### src/rtl/core/assert_macros.svh
// Assertion macros shared by the checksum parser RTL.
// Depends on nothing; users must have clk and rst_n in scope.
`ifndef ASSERT_MACROS_SVH
`define ASSERT_MACROS_SVH

// Property must hold at every clock edge outside reset.
`define TSP_ASSERT(label, prop, msg) \
  label: assert property (@(posedge clk) disable iff (!rst_n) (prop)) else $error(msg);

// Condition must never be seen at a clock edge outside reset.
`define TSP_NEVER(label, cond, msg) \
  label: assert property (@(posedge clk) disable iff (!rst_n) !(cond)) else $error(msg);

`endif

### src/rtl/core/tsp_pkg.sv
// Package for the TCP segment parser and checksum block: beat and snapshot
// types, status codes, header word positions and the ones-complement adder.
// Depends on nothing.
package tsp_pkg;

  // Default upper bound on the segment length in bytes.
  localparam logic [31:0] MAX_SEG_BYTES_DEF = 32'd65535;

  // Smallest legal segment and data offset.
  localparam logic [31:0] MIN_SEG_BYTES = 32'd20;
  localparam logic [3:0]  MIN_OFFSET    = 4'd5;

  // Word positions of the fixed header.
  localparam logic [30:0] POS_SRC_PORT  = 31'd0;
  localparam logic [30:0] POS_DST_PORT  = 31'd1;
  localparam logic [30:0] POS_SEQ_HI    = 31'd2;
  localparam logic [30:0] POS_SEQ_LO    = 31'd3;
  localparam logic [30:0] POS_ACK_HI    = 31'd4;
  localparam logic [30:0] POS_ACK_LO    = 31'd5;
  localparam logic [30:0] POS_OFF_FLAGS = 31'd6;
  localparam logic [30:0] POS_WINDOW    = 31'd7;
  localparam logic [30:0] POS_CSUM      = 31'd8;
  localparam logic [30:0] POS_URGENT    = 31'd9;

  // Result status codes.
  localparam logic [2:0] ST_OK        = 3'd0;
  localparam logic [2:0] ST_SHORT     = 3'd1;
  localparam logic [2:0] ST_OFFSET    = 3'd2;
  localparam logic [2:0] ST_HDR_PAST  = 3'd3;
  localparam logic [2:0] ST_MISMATCH  = 3'd4;
  localparam logic [2:0] ST_TOO_LONG  = 3'd5;

  // One input beat.
  typedef struct packed {
    logic        mode;
    logic [15:0] data_word;
    logic        single_byte;
    logic        last;
    logic [15:0] pseudo_sum;
    logic        ipv6;
  } in_item_t;

  // One result beat.
  typedef struct packed {
    logic [2:0]  status;
    logic [15:0] computed_checksum;
    logic [15:0] received_checksum;
    logic [15:0] source_port;
    logic [15:0] dest_port;
    logic [31:0] seq_number;
    logic [31:0] ack_number;
    logic [3:0]  data_offset;
    logic [8:0]  flags;
    logic [15:0] window_size;
    logic [15:0] urgent_pointer;
    logic [15:0] segment_bytes;
  } out_item_t;

  // Running segment state, also handed to the finishing stage as a snapshot.
  typedef struct packed {
    logic [15:0] sum;
    logic [31:0] cnt;
    logic        ipv6;
    logic        mode;
    logic [31:0] port_pair;
    logic [63:0] seq_ack;
    logic [15:0] off_flags;
    logic [15:0] window;
    logic [15:0] csum;
    logic [15:0] urgent;
  } snap_t;

  // Ones-complement add with end-around carry. The result never exceeds 16 bits.
  function automatic logic [15:0] oc_add(input logic [15:0] a, input logic [15:0] b);
    logic [16:0] s;
    s = {1'b0, a} + {1'b0, b};
    return s[15:0] + {15'd0, s[16]};
  endfunction

endpackage

### src/rtl/core/tsp_stream_if.sv
// Valid/ready stream interface with a typed payload.
// Depends on nothing; payload types come from tsp_pkg at instantiation.
interface tsp_stream_if #(
  parameter type payload_t = logic
) ();

  logic     valid;
  logic     ready;
  payload_t data;

  modport source (output valid, output data, input ready);
  modport sink   (input valid, input data, output ready);

endinterface

### src/rtl/core/tsp_accum.sv
// Input register, running ones-complement sum, byte count and header capture.
// Depends on tsp_pkg and tsp_stream_if.
module tsp_accum (
  input  logic           clk,
  input  logic           rst_n,
  tsp_stream_if.sink     in_ch,
  output tsp_pkg::snap_t snap_o,
  output logic           snap_vld_o,
  input  logic           snap_rdy_i
);

  logic              in_vld_r;
  tsp_pkg::in_item_t in_r;
  tsp_pkg::snap_t    acc_r;
  tsp_pkg::snap_t    snap_r;
  logic              snap_vld_r;

  logic              snap_free;
  logic              acc_go;
  logic              tail;
  logic [15:0]       word;
  logic [1:0]        nbytes;
  logic [30:0]       pos;
  logic [32:0]       cnt_ext;
  tsp_pkg::snap_t    upd;

  // Handshake: a beat moves on unless it is a last beat and the snapshot is busy.
  always_comb begin
    snap_free   = !snap_vld_r || snap_rdy_i;
    acc_go      = in_vld_r && (!in_r.last || snap_free);
    in_ch.ready = !in_vld_r || acc_go;
  end

  assign snap_o     = snap_r;
  assign snap_vld_o = snap_vld_r;

  // Fold the registered beat into the running state.
  always_comb begin
    tail    = in_r.last && in_r.single_byte;
    word    = tail ? {in_r.data_word[15:8], 8'h00} : in_r.data_word;
    nbytes  = tail ? 2'd1 : 2'd2;
    pos     = acc_r.cnt[31:1];
    upd     = acc_r;

    // A zero byte count marks the first beat of a segment.
    if (acc_r.cnt == '0) begin
      upd.sum  = in_r.pseudo_sum;
      upd.ipv6 = in_r.ipv6;
      upd.mode = in_r.mode;
    end

    case (pos)
      tsp_pkg::POS_SRC_PORT:  upd.port_pair[31:16] = word;
      tsp_pkg::POS_DST_PORT:  upd.port_pair[15:0]  = word;
      tsp_pkg::POS_SEQ_HI:    upd.seq_ack[63:48]   = word;
      tsp_pkg::POS_SEQ_LO:    upd.seq_ack[47:32]   = word;
      tsp_pkg::POS_ACK_HI:    upd.seq_ack[31:16]   = word;
      tsp_pkg::POS_ACK_LO:    upd.seq_ack[15:0]    = word;
      tsp_pkg::POS_OFF_FLAGS: upd.off_flags        = word;
      tsp_pkg::POS_WINDOW:    upd.window           = word;
      tsp_pkg::POS_CSUM:      upd.csum             = word;
      tsp_pkg::POS_URGENT:    upd.urgent           = word;
      default: ;
    endcase

    // The checksum field itself is left out of the sum.
    if (pos != tsp_pkg::POS_CSUM) begin
      upd.sum = tsp_pkg::oc_add(upd.sum, word);
    end

    // Byte count saturates at all ones.
    cnt_ext = {1'b0, acc_r.cnt} + {31'd0, nbytes};
    upd.cnt = cnt_ext[32] ? '1 : cnt_ext[31:0];
  end

  // Control and running state.
  always_ff @(posedge clk) begin
    if (!rst_n) begin
      in_vld_r   <= 1'b0;
      acc_r      <= '0;
      snap_vld_r <= 1'b0;
    end else begin
      if (in_ch.ready) begin
        in_vld_r <= in_ch.valid;
      end
      if (acc_go) begin
        acc_r <= in_r.last ? '0 : upd;
      end
      if (snap_free) begin
        snap_vld_r <= acc_go && in_r.last;
      end
    end
  end

  // Payload registers.
  always_ff @(posedge clk) begin
    if (in_ch.ready && in_ch.valid) begin
      in_r <= in_ch.data;
    end
    if (acc_go && in_r.last) begin
      snap_r <= upd;
    end
  end

endmodule

### src/rtl/core/tsp_final.sv
// Final fold of length into the sum, status checks and the result register.
// Depends on tsp_pkg and tsp_stream_if.
module tsp_final #(
  parameter logic [31:0] MAX_SEGMENT_BYTES = tsp_pkg::MAX_SEG_BYTES_DEF
) (
  input  logic           clk,
  input  logic           rst_n,
  input  tsp_pkg::snap_t snap_i,
  input  logic           snap_vld_i,
  output logic           snap_rdy_o,
  tsp_stream_if.source   out_ch
);

  logic               out_vld_r;
  tsp_pkg::out_item_t out_r;
  tsp_pkg::out_item_t res;
  logic [15:0]        sum_lo;
  logic [15:0]        sum_all;
  logic [15:0]        computed;
  logic [3:0]         offset;

  assign snap_rdy_o   = !out_vld_r || out_ch.ready;
  assign out_ch.valid = out_vld_r;
  assign out_ch.data  = out_r;

  // Add the length, then the status checks in priority order.
  always_comb begin
    sum_lo   = tsp_pkg::oc_add(snap_i.sum, snap_i.cnt[15:0]);
    sum_all  = snap_i.ipv6 ? tsp_pkg::oc_add(sum_lo, snap_i.cnt[31:16]) : sum_lo;
    computed = ~sum_all;
    offset   = snap_i.off_flags[15:12];

    if (snap_i.cnt > MAX_SEGMENT_BYTES) begin
      res.status = tsp_pkg::ST_TOO_LONG;
    end else if (snap_i.cnt < tsp_pkg::MIN_SEG_BYTES) begin
      res.status = tsp_pkg::ST_SHORT;
    end else if (offset < tsp_pkg::MIN_OFFSET) begin
      res.status = tsp_pkg::ST_OFFSET;
    end else if ({26'd0, offset, 2'b00} > snap_i.cnt) begin
      res.status = tsp_pkg::ST_HDR_PAST;
    end else if (!snap_i.mode && (computed != snap_i.csum)) begin
      res.status = tsp_pkg::ST_MISMATCH;
    end else begin
      res.status = tsp_pkg::ST_OK;
    end

    res.computed_checksum = computed;
    res.received_checksum = snap_i.csum;
    res.source_port       = snap_i.port_pair[31:16];
    res.dest_port         = snap_i.port_pair[15:0];
    res.seq_number        = snap_i.seq_ack[63:32];
    res.ack_number        = snap_i.seq_ack[31:0];
    res.data_offset       = offset;
    res.flags             = snap_i.off_flags[8:0];
    res.window_size       = snap_i.window;
    res.urgent_pointer    = snap_i.urgent;
    res.segment_bytes     = (snap_i.cnt[31:16] != '0) ? 16'hffff : snap_i.cnt[15:0];
  end

  // Result valid flag.
  always_ff @(posedge clk) begin
    if (!rst_n) begin
      out_vld_r <= 1'b0;
    end else if (snap_rdy_o) begin
      out_vld_r <= snap_vld_i;
    end
  end

  // Result payload.
  always_ff @(posedge clk) begin
    if (snap_rdy_o && snap_vld_i) begin
      out_r <= res;
    end
  end

endmodule

### src/rtl/core/tcp_segment_parse_checksum.sv
// TCP segment parser and checksum. Takes one 16-bit word per cycle, back to back.
// The last word goes from the input register to the snapshot register, then to the
// result register. Throughput: one word per cycle.
// A stalled result side holds a last word in the input register and stalls the input.
// Reset (rst_n, synchronous, active low) clears all valid flags and segment state.
// Depends on tsp_pkg, tsp_stream_if, tsp_accum, tsp_final and assert_macros.svh.
`include "assert_macros.svh"

module tcp_segment_parse_checksum #(
  parameter logic [31:0] MAX_SEGMENT_BYTES = tsp_pkg::MAX_SEG_BYTES_DEF
) (
  input  logic         clk,
  input  logic         rst_n,
  tsp_stream_if.sink   in_ch,
  tsp_stream_if.source out_ch
);

  tsp_pkg::snap_t snap;
  logic           snap_vld;
  logic           snap_rdy;
  logic           out_mismatch;
  logic           out_ok;
  logic           csum_differs;
  logic           hdr_short;

  // Running sum and header capture.
  tsp_accum u_accum (
    .clk        (clk),
    .rst_n      (rst_n),
    .in_ch      (in_ch),
    .snap_o     (snap),
    .snap_vld_o (snap_vld),
    .snap_rdy_i (snap_rdy)
  );

  // Checksum finish and status.
  tsp_final #(
    .MAX_SEGMENT_BYTES (MAX_SEGMENT_BYTES)
  ) u_final (
    .clk        (clk),
    .rst_n      (rst_n),
    .snap_i     (snap),
    .snap_vld_i (snap_vld),
    .snap_rdy_o (snap_rdy),
    .out_ch     (out_ch)
  );

  // Status decode of the result beat for the checks below.
  assign out_mismatch = out_ch.valid && (out_ch.data.status == tsp_pkg::ST_MISMATCH);
  assign out_ok       = out_ch.valid && (out_ch.data.status == tsp_pkg::ST_OK);
  assign csum_differs = out_ch.data.computed_checksum != out_ch.data.received_checksum;
  assign hdr_short    = (out_ch.data.segment_bytes < 16'd20) ||
                        (out_ch.data.data_offset < tsp_pkg::MIN_OFFSET);

  // A snapshot taken by the finishing stage shows up as a result next cycle.
  `TSP_ASSERT(a_snap_to_out, (snap_vld && snap_rdy) |=> out_ch.valid, "snapshot lost")

  // A mismatch status always comes with differing checksums.
  `TSP_ASSERT(a_mismatch, out_mismatch |-> csum_differs, "bad mismatch status")

  // An ok status means a full header was seen.
  `TSP_NEVER(a_ok_short, out_ok && hdr_short, "ok status on short header")

endmodule

### src/flat_wrapper.sv
// flat-port wrapper written by rule: the top's interface ports become plain ports
module tcp_segment_parse_checksum_flat 
#(
  parameter logic [31:0] MAX_SEGMENT_BYTES = tsp_pkg::MAX_SEG_BYTES_DEF
)
  (clk, rst_n, in_ch_valid, in_ch_data, in_ch_ready, out_ch_valid, out_ch_data, out_ch_ready);
  tsp_stream_if #(.payload_t(tsp_pkg::in_item_t)) in_ch_i ();
  tsp_stream_if #(.payload_t(tsp_pkg::out_item_t)) out_ch_i ();
  input  logic clk;
  input  logic rst_n;
  input wire logic [$bits(in_ch_i.valid)-1:0] in_ch_valid;
  input wire logic [$bits(in_ch_i.data)-1:0] in_ch_data;
  output wire logic [$bits(in_ch_i.ready)-1:0] in_ch_ready;
  output wire logic [$bits(out_ch_i.valid)-1:0] out_ch_valid;
  output wire logic [$bits(out_ch_i.data)-1:0] out_ch_data;
  input wire logic [$bits(out_ch_i.ready)-1:0] out_ch_ready;
  assign in_ch_i.valid = in_ch_valid;
  assign in_ch_i.data = in_ch_data;
  assign in_ch_ready = in_ch_i.ready;
  assign out_ch_valid = out_ch_i.valid;
  assign out_ch_data = out_ch_i.data;
  assign out_ch_i.ready = out_ch_ready;
  tcp_segment_parse_checksum #(.MAX_SEGMENT_BYTES(MAX_SEGMENT_BYTES)) u_core (.clk(clk), .rst_n(rst_n), .in_ch(in_ch_i), .out_ch(out_ch_i));
endmodule
### config.mk
export PLATFORM = sky130hd
export DESIGN_NAME = tcp_segment_parse_checksum_flat
export DESIGN_NICKNAME = d
export VERILOG_FILES = /design/src/rtl/core/tsp_pkg.sv /design/src/rtl/core/tsp_stream_if.sv /design/src/rtl/core/tsp_accum.sv /design/src/rtl/core/tsp_final.sv /design/src/rtl/core/tcp_segment_parse_checksum.sv /design/src/flat_wrapper.sv
export VERILOG_INCLUDE_DIRS = /design/src /design/src/rtl/core
export SDC_FILE = /design/constraint.sdc
export NUM_CORES = 1
export LEC_CHECK = 0
export ABC_AREA = 1
export BUFFER_PORTS_ARGS = -buffer_cell sky130_fd_sc_hd__buf_2
export CAP_MARGIN = 40
export CORE_ASPECT_RATIO = 1.4
export CORE_MARGIN = 5
export CORE_UTILIZATION = 50
export CTS_BUF_LIST = sky130_fd_sc_hd__clkbuf_16
export DETAILED_ROUTE_END_ITERATION = 6
export PLACE_DENSITY = 0.67
export SLEW_MARGIN = 20
export SYNTH_ARGS = -nofsm -noshare
export SYNTH_HDL_FRONTEND = slang
export SYNTH_HIERARCHICAL = 1
export SYNTH_SLANG_ARGS = --single-unit
### constraint.sdc
create_clock -name clk -period 16.7 [get_ports clk]
set_clock_uncertainty 0.15 [all_clocks]
set_input_delay 3.34 -clock clk [delete_from_list [all_inputs] [get_ports clk]]
set_output_delay 3.34 -clock clk [all_outputs]
set_load 0.01 [all_outputs]
==> results of run 1 <==
per-stage QoR:
step           power [mW]  cells  area, um^2  setup slack [ns]
2_1_floorplan        2.02   3173       29400              3.20
5_1_grt              3.51   4184       33300              8.92
3_5_place_dp         2.14   4072       31500              8.97
6_report             3.37   4185       33400              9.01
3_3_place_gp         2.12   4058       31200              8.96
4_1_cts              3.40   4182       33300              8.96
registers in the layout, summed over array words and instances, names as in the netlist:
name / count
u_core/u_accum/acc_r: 207
u_core/u_final/out_ch.data: 192
u_core/u_accum/snap_o: 207
u_core/u_final/out_ch.valid: 1
u_core/u_accum/in_r: 36
u_core/u_accum/in_vld_r: 1
u_core/u_accum/snap_vld_o: 1
worst paths after layout:
path,to,from,slack [ns]
worst min-delay path,u_core/u_final/out_ch.data[153]$_DFFE_PP_,u_core/u_accum/snap_o[156]$_DFFE_PP_,0.24
worst max register to register,u_core/u_final/out_ch.data[191]$_SDFFCE_PN1P_,u_core/u_accum/snap_o[162]$_DFFE_PP_,9.93
worst max-delay path,in_ch_ready,out_ch_ready,9.01
worst min register to register,u_core/u_final/out_ch.data[153]$_DFFE_PP_,u_core/u_accum/snap_o[156]$_DFFE_PP_,0.24
routing by layer:
metal / global-route usage (%) / vias to the layer above / part of all wire (%)
met5: 0 / - / 0.016
li1: - / 11000 / -
met2: 41.9 / 678 / 50
met1: 30.1 / 10600 / 40
met4: 9.73 / 2 / 4.6
met3: 3.31 / 162 / 5.0
cell type report:
cell class                 count  area share, %
multi-input combinational   2114           31.7
antenna                        1        0.00750
tap                          749           2.81
inverter                     301           3.43
sequential                   645           51.8
clock inverter                52           1.09
timing repair buffer         265           4.88
clock buffer                  58           4.35
power groups by stage:
stage / clock network (mW) / logic, mW / registers [mW]
final: 1.27 / 0.343 / 1.76
after global placement: 0 / 0.327 / 1.80
after global routing: 1.36 / 0.382 / 1.76
after detailed placement: 0 / 0.340 / 1.80
after floorplan: 0 / 0.226 / 1.80
after CTS: 1.29 / 0.342 / 1.76
==> key figures, run 1 <==
Floorplanning
  – # IOs: 234
  – Core area: ~58000 um^2
  – Initial core utilization: between 50% and 60%
  – Die height: ~300 um
  – Rows: roughly 110
  – Die Area: around 64000 um^2
  – Chip width: roughly 220 um

Placement
  – Dpl hpwl: about 56000 um
  – GPL Wtd Cong: 0.972
  – Port bufs: ~230

Layout
  – Final core area utilization: between 50% and 60%
  – Filler cells: about 5000
  – Multi-input gate area: 10600 um^2
  – Share of cells above drive strength 1: between 10% and 20%
  – Area Growth Syn to Fin: 13.3%
  – Storage cell area: ~17000 um^2
  – Most common cell after layout, fill and taps aside: nand2_1
  – Post-layout nets: ~3500
  – Most frequent cells in the layout: nand2_1 (1047), edfxtp_1 (435), inv_1 (299), a21oi_1 (277), buf_2 (233)

STA
  – Slew @ Worst Pin: roughly 1.2 ns
  – Min Tclk post-route: ~7.7 ns
  – Final setup vio count: 0
  – RSZ-0062 raised after global routing: false
  – Hold_ws: 0.244 ns
  – Final period util: 46.0%
  – Final TNS setup: 0 ns
  – Slew HR: a little under a quarter
  – Final Hold Violating Endpoints: 0
  – Fin. max-slew vios: 0
  – Fmax: 0.130 GHz

Power and ir drop
  – Reg power frac: 52.2%
  – Leakage power total: about 13 nW
  – Peak supply drop: 0.0929 mV
  – Pint: roughly 2.5 mW
  – Clock Power Share: approximately 38%
  – Net Switching: around 0.86 mW
  – Net Sw Frac: between 20 and 30%
  – PD cells: slightly above 100 nW/um^2
  – Comb pwr share: between 10 and 15%

Worst setup path
  – CP startpoint kind: primary input
  – Crit path required time: 13.21 ns
  – Worst EP arrival: 4.20 ns
  – Max FO, Critical Path: 3
  – R2r worst-path depth: 48
  – CP endpoint kind: output pin
  – Worst path depth: 6
  – Crit path max-delay family: buffers and inverters
  – WP buf/inv: 4
  – WS Path Type: primary input to output pin
  – Critical-path cell list: buf_2 -> inv_1 -> nand2_1 -> inv_1 -> nand4_1 -> buf_2
  – Critical Path Slowest Stage Cell: buf_2
  – Crit path largest cell delay: roughly 0.23 ns

CTS
  – CTS tree: done
  – Hold Buf Count CTS: 0
  – Clk buf depth: 3
  – Clock Pin Slew Worst Setup and Hold Paths: 0.06 ns
  – CTS H-Tree Depth: 2
  – Worst-skew pair later-pin latency: 0.65 ns
  – Post-CTS Setup Inserts: 0
  – Num CTS Buffers: 58
  – CTS Root Cell: clkbuf_16
  – CTS Sinks: approximately 650
  – Post-CTS sizing: 0

Route
  – Number of DRC markers in iteration 0: between 1500 and 2000
  – Pre-antenna DRT Iters: 6
  – Vias: about 22000
  – Final wirelength: approximately 80000 um
  – Via-per-instance ratio: 5.35
  – DRC violations left: 0
  – DR WL/cell: roughly 19 um
  – Antenna Nets Post-Route: 0

Global route
  – Vias in the first global route: 21600
  – GRT Util Overall: 23.9%
  – GR Overflow Total: 0
  – Global-route wire length before repair: about 120000 um
  – Initial antenna violation count: 2
  – Largest net degree at the start of global routing: 173

Synthesis
  – Mapped Cells: approximately 3200
  – Syn avg cell area: a little over 9 um^2
  – Cell area after synthesis: 29400 um^2
  – Syn nets: 3278
  – Synth warn: 6

Outcome
  – Outcome: finished, final reports clean

Worst hold path
  – Min-Delay Path Class: flop to flop
  – WHS Path Cells: 0

Job
  – Max-Cap Viols: 0
No activity file was read; power rests on OpenSTA's default activity.
==> run 2: changes to the inputs <==
--- a/config.mk
+++ b/config.mk
@@ -14,7 +14,7 @@
 export CORE_UTILIZATION = 50
 export CTS_BUF_LIST = sky130_fd_sc_hd__clkbuf_16
 export DETAILED_ROUTE_END_ITERATION = 6
-export PLACE_DENSITY = 0.67
+export PLACE_DENSITY = 0.7
 export SLEW_MARGIN = 20
 export SYNTH_ARGS = -nofsm -noshare
 export SYNTH_HDL_FRONTEND = slang
==> constraint.sdc (replaced) <==
create_clock -name clk -period 6.78 [get_ports clk]
set_clock_uncertainty 0.15 [all_clocks]
set_input_delay 1.356 -clock clk [delete_from_list [all_inputs] [get_ports clk]]
set_output_delay 1.356 -clock clk [all_outputs]
set_load 0.01 [all_outputs]
==> run 2 against run 1 <==
  * Sequential power is 150% higher
  * First-iteration DRC count rose by 1.6%
  * Cell area up 0.56%
  * Non-clock buffer count is 6 higher
  * Die area unchanged
  * Final cell count grew 0.14%
==> key figures, run 2 (same netlist as run 1, synthesis figures left out) <==
Outcome
  – Outcome: finished, final reports clean

STA
  – Slew @ Worst Pin: 1.18 ns (+0.0218 ns)
  – Final setup vio count: 0 (unchanged)
  – Fmax: around 0.16 GHz
  – Slew HR: 21.3% (-1.5 points)
  – RSZ-0062 raised after global routing: false
  – Min Tclk post-route: roughly 6.2 ns
  – Final period util: 91.7%
  – Final TNS setup: 0 ns (unchanged)
  – Fin. max-slew vios: 0 (unchanged)
  – Final Hold Violating Endpoints: 0 (unchanged)

Worst setup path
  – Internal reg-to-reg setup slack: 0.57 ns (-9.36 ns)
  – CP startpoint kind: flop
  – CP endpoint kind: flop
  – Max FO, Critical Path: 5 (+2)
  – RR Endpoint: u_core/u_final/out_ch.data[191]$_SDFFCE_PN1P_
  – WS Path Type: flop to flop
  – Most frequent CP cell: nand2_1
  – Reg2reg start: u_core/u_accum/snap_o[162]$_DFFE_PP_
  – Worst Setup SP: u_core/u_accum/snap_o[162]$_DFFE_PP_
  – Crit path capture: u_core/u_final/out_ch.data[191]$_SDFFCE_PN1P_
  – Crit path required time: 7.00 ns (-6.21 ns)
  – Critical Path Slowest Stage Cell: edfxtp_1
  – Worst EP arrival: 6.43 ns (+2.23 ns)
  – R2r worst-path depth: 47 (-2.1%)
  – Crit path largest cell delay: 0.39 ns (+0.16 ns)

Route
  – Via-per-instance ratio: 5.30 (-0.95%)
  – Vias: 22200 (-0.81%)
  – Pre-antenna DRT Iters: 5 (-1)
  – Final wirelength: 77700 um (-1.7%)
  – Number of DRC markers in iteration 0: 1712 (+1.6%)
  – DRC violations left: 0 (unchanged)
  – Antenna Nets Post-Route: 0 (unchanged)
  – DR WL/cell: 18.6 um (-1.9%)

CTS
  – Clk buf depth: 3 (unchanged)
  – CTS Root Cell: clkbuf_16
  – CTS H-Tree Depth: 2 (unchanged)
  – Worst-skew pair later-pin latency: 0.62 ns (-0.03 ns)
  – CTS tree: done
  – CTS Sinks: 645 (unchanged)
  – Num CTS Buffers: 58 (unchanged)
  – Hold Buf Count CTS: 0 (unchanged)
  – Clock Pin Slew Worst Setup and Hold Paths: 0.07 ns (about the same)

Floorplanning
  – # IOs: 234 (unchanged)
  – Die height: 297 um (unchanged)
  – Rows: 105 (unchanged)
  – Initial core utilization: 50.3% (unchanged)
  – Die Area: 63900 um^2 (unchanged)
  – Chip width: 215 um (unchanged)
  – Core area: 58500 um^2 (unchanged)

Global route
  – Initial antenna violation count: 4 (+2)
  – GR Overflow Total: 0 (unchanged)
  – Largest net degree at the start of global routing: 208 (+20%)
  – GRT Util Overall: 23.5% (-0.43 points)
  – Global-route wire length before repair: 119000 um (-2.1%)
  – Vias in the first global route: 20800 (-3.4%)

Layout
  – Most frequent cells in the layout: nand2_1 (1039), edfxtp_1 (435), inv_1 (297), a21oi_1 (276), buf_2 (233)
  – Post-layout nets: 3496 (+0.17%)
  – Share of cells above drive strength 1: 16.2% (+0.73 points)
  – Most common cell after layout, fill and taps aside: nand2_1
  – Filler cells: 5144 (+2.4%)
  – Area Growth Syn to Fin: 14.0%
  – Final core area utilization: 57.4% (+0.32 points)

Power and ir drop
  – PD cells: 251 nW/um^2 (+150%)
  – Leakage power total: 13.4 nW (+0.16%)
  – Peak supply drop: 0.221 mV (+140%)

Placement
  – Dpl hpwl: 53300 um (-5.5%)
  – Port bufs: 233 (unchanged)
  – GPL Wtd Cong: 0.947 (-2.6%)

Job
  – Max-Cap Viols: 0 (unchanged)

Worst hold path
  – Hold_sp: u_core/u_accum/snap_o[112]$_DFFE_PP_
  – Min-Delay Path Class: flop to flop
==> run 2: cell types whose count changed in the layout (fill, tap and decap cells not counted), sizes merged, moves of 2 or more <==
cell,before,now
clkinv,32,29
bufinv,2,4
buf,265,271
inv,315,309
clkbuf,58,61
clkinvlp,4,7
==> run 2: final cells by class <==
class | instances | area (um^2) | area share (%)
inverter | 301 | 1140 | 3.41
antenna | 2 | 5.00 | 0.0149
tap | 749 | 937 | 2.79
timing repair buffer | 271 | 1600 | 4.76
multi-input combinational | 2114 | 10700 | 31.9
clock buffer | 61 | 1530 | 4.55
clock inverter | 48 | 370 | 1.10
sequential | 645 | 17300 | 51.5
==> run 2: where the power goes <==
part           switching [mW]  internal, mW
clock                    1.46          1.78
combinational           0.600         0.248
sequential             0.0466          4.29
total                    2.10          6.32
==> run 2: critical path: cells and delay by family, from the launching register on <==
family	cells	cell delay, ns
AND/OR/NAND/NOR	34	3.29
AO/OA/AOI/OAI	4	0.55
adder cells (fa/ha/maj)	5	1.21
flip-flops	1	0.39
buffers and inverters	4	0.36
==> run 2: how the worst min path moves through the flow <==
stage / to / slack [ns] / cells past startpoint
finish: u_core/u_final/out_ch.data[109]$_DFFE_PP_ / 0.26 / 0
global route: u_core/u_final/out_ch.data[74]$_DFFE_PP_ / 0.27 / 0
CTS: u_core/u_final/out_ch.data[74]$_DFFE_PP_ / 0.26 / 0
detailed placement: u_core/u_final/out_ch.data[103]$_DFFE_PP_ / 0.25 / 0
global placement: u_core/u_final/out_ch.data[52]$_DFFE_PP_ / 0.25 / 0
floorplan: u_core/u_final/out_ch.data[100]$_DFFE_PP_ / 0.25 / 0
==> run 2: layer usage <==
layer	vias to the layer above	track usage [%]	part of all wire, %
li1	11000	-	-
met5	-	0	0.017
met2	710	40.7	49
met3	145	3.40	6.0
met1	10400	30.2	40
met4	2	8.77	4.1
==> run 2: through the flow <==
stage               area [um^2]  cells  power [mW]  worst slack, ns  hold slack, ns
floorplan                 29400   3173        4.98            0.380           0.250
global placement          31300   4066        5.24            0.387           0.250
detailed placement        31400   4071        5.25            0.170           0.255
CTS                       33300   4180        8.48            0.155           0.262
global route              33500   4189        8.77          0.00252           0.267
finish                    33500   4191        8.42            0.566           0.264
==> run 2: repair_timing <==
item	CTS	global route
gates resized for setup	0	34
setup endpoints to repair	0	6
buffers inserted	0	8
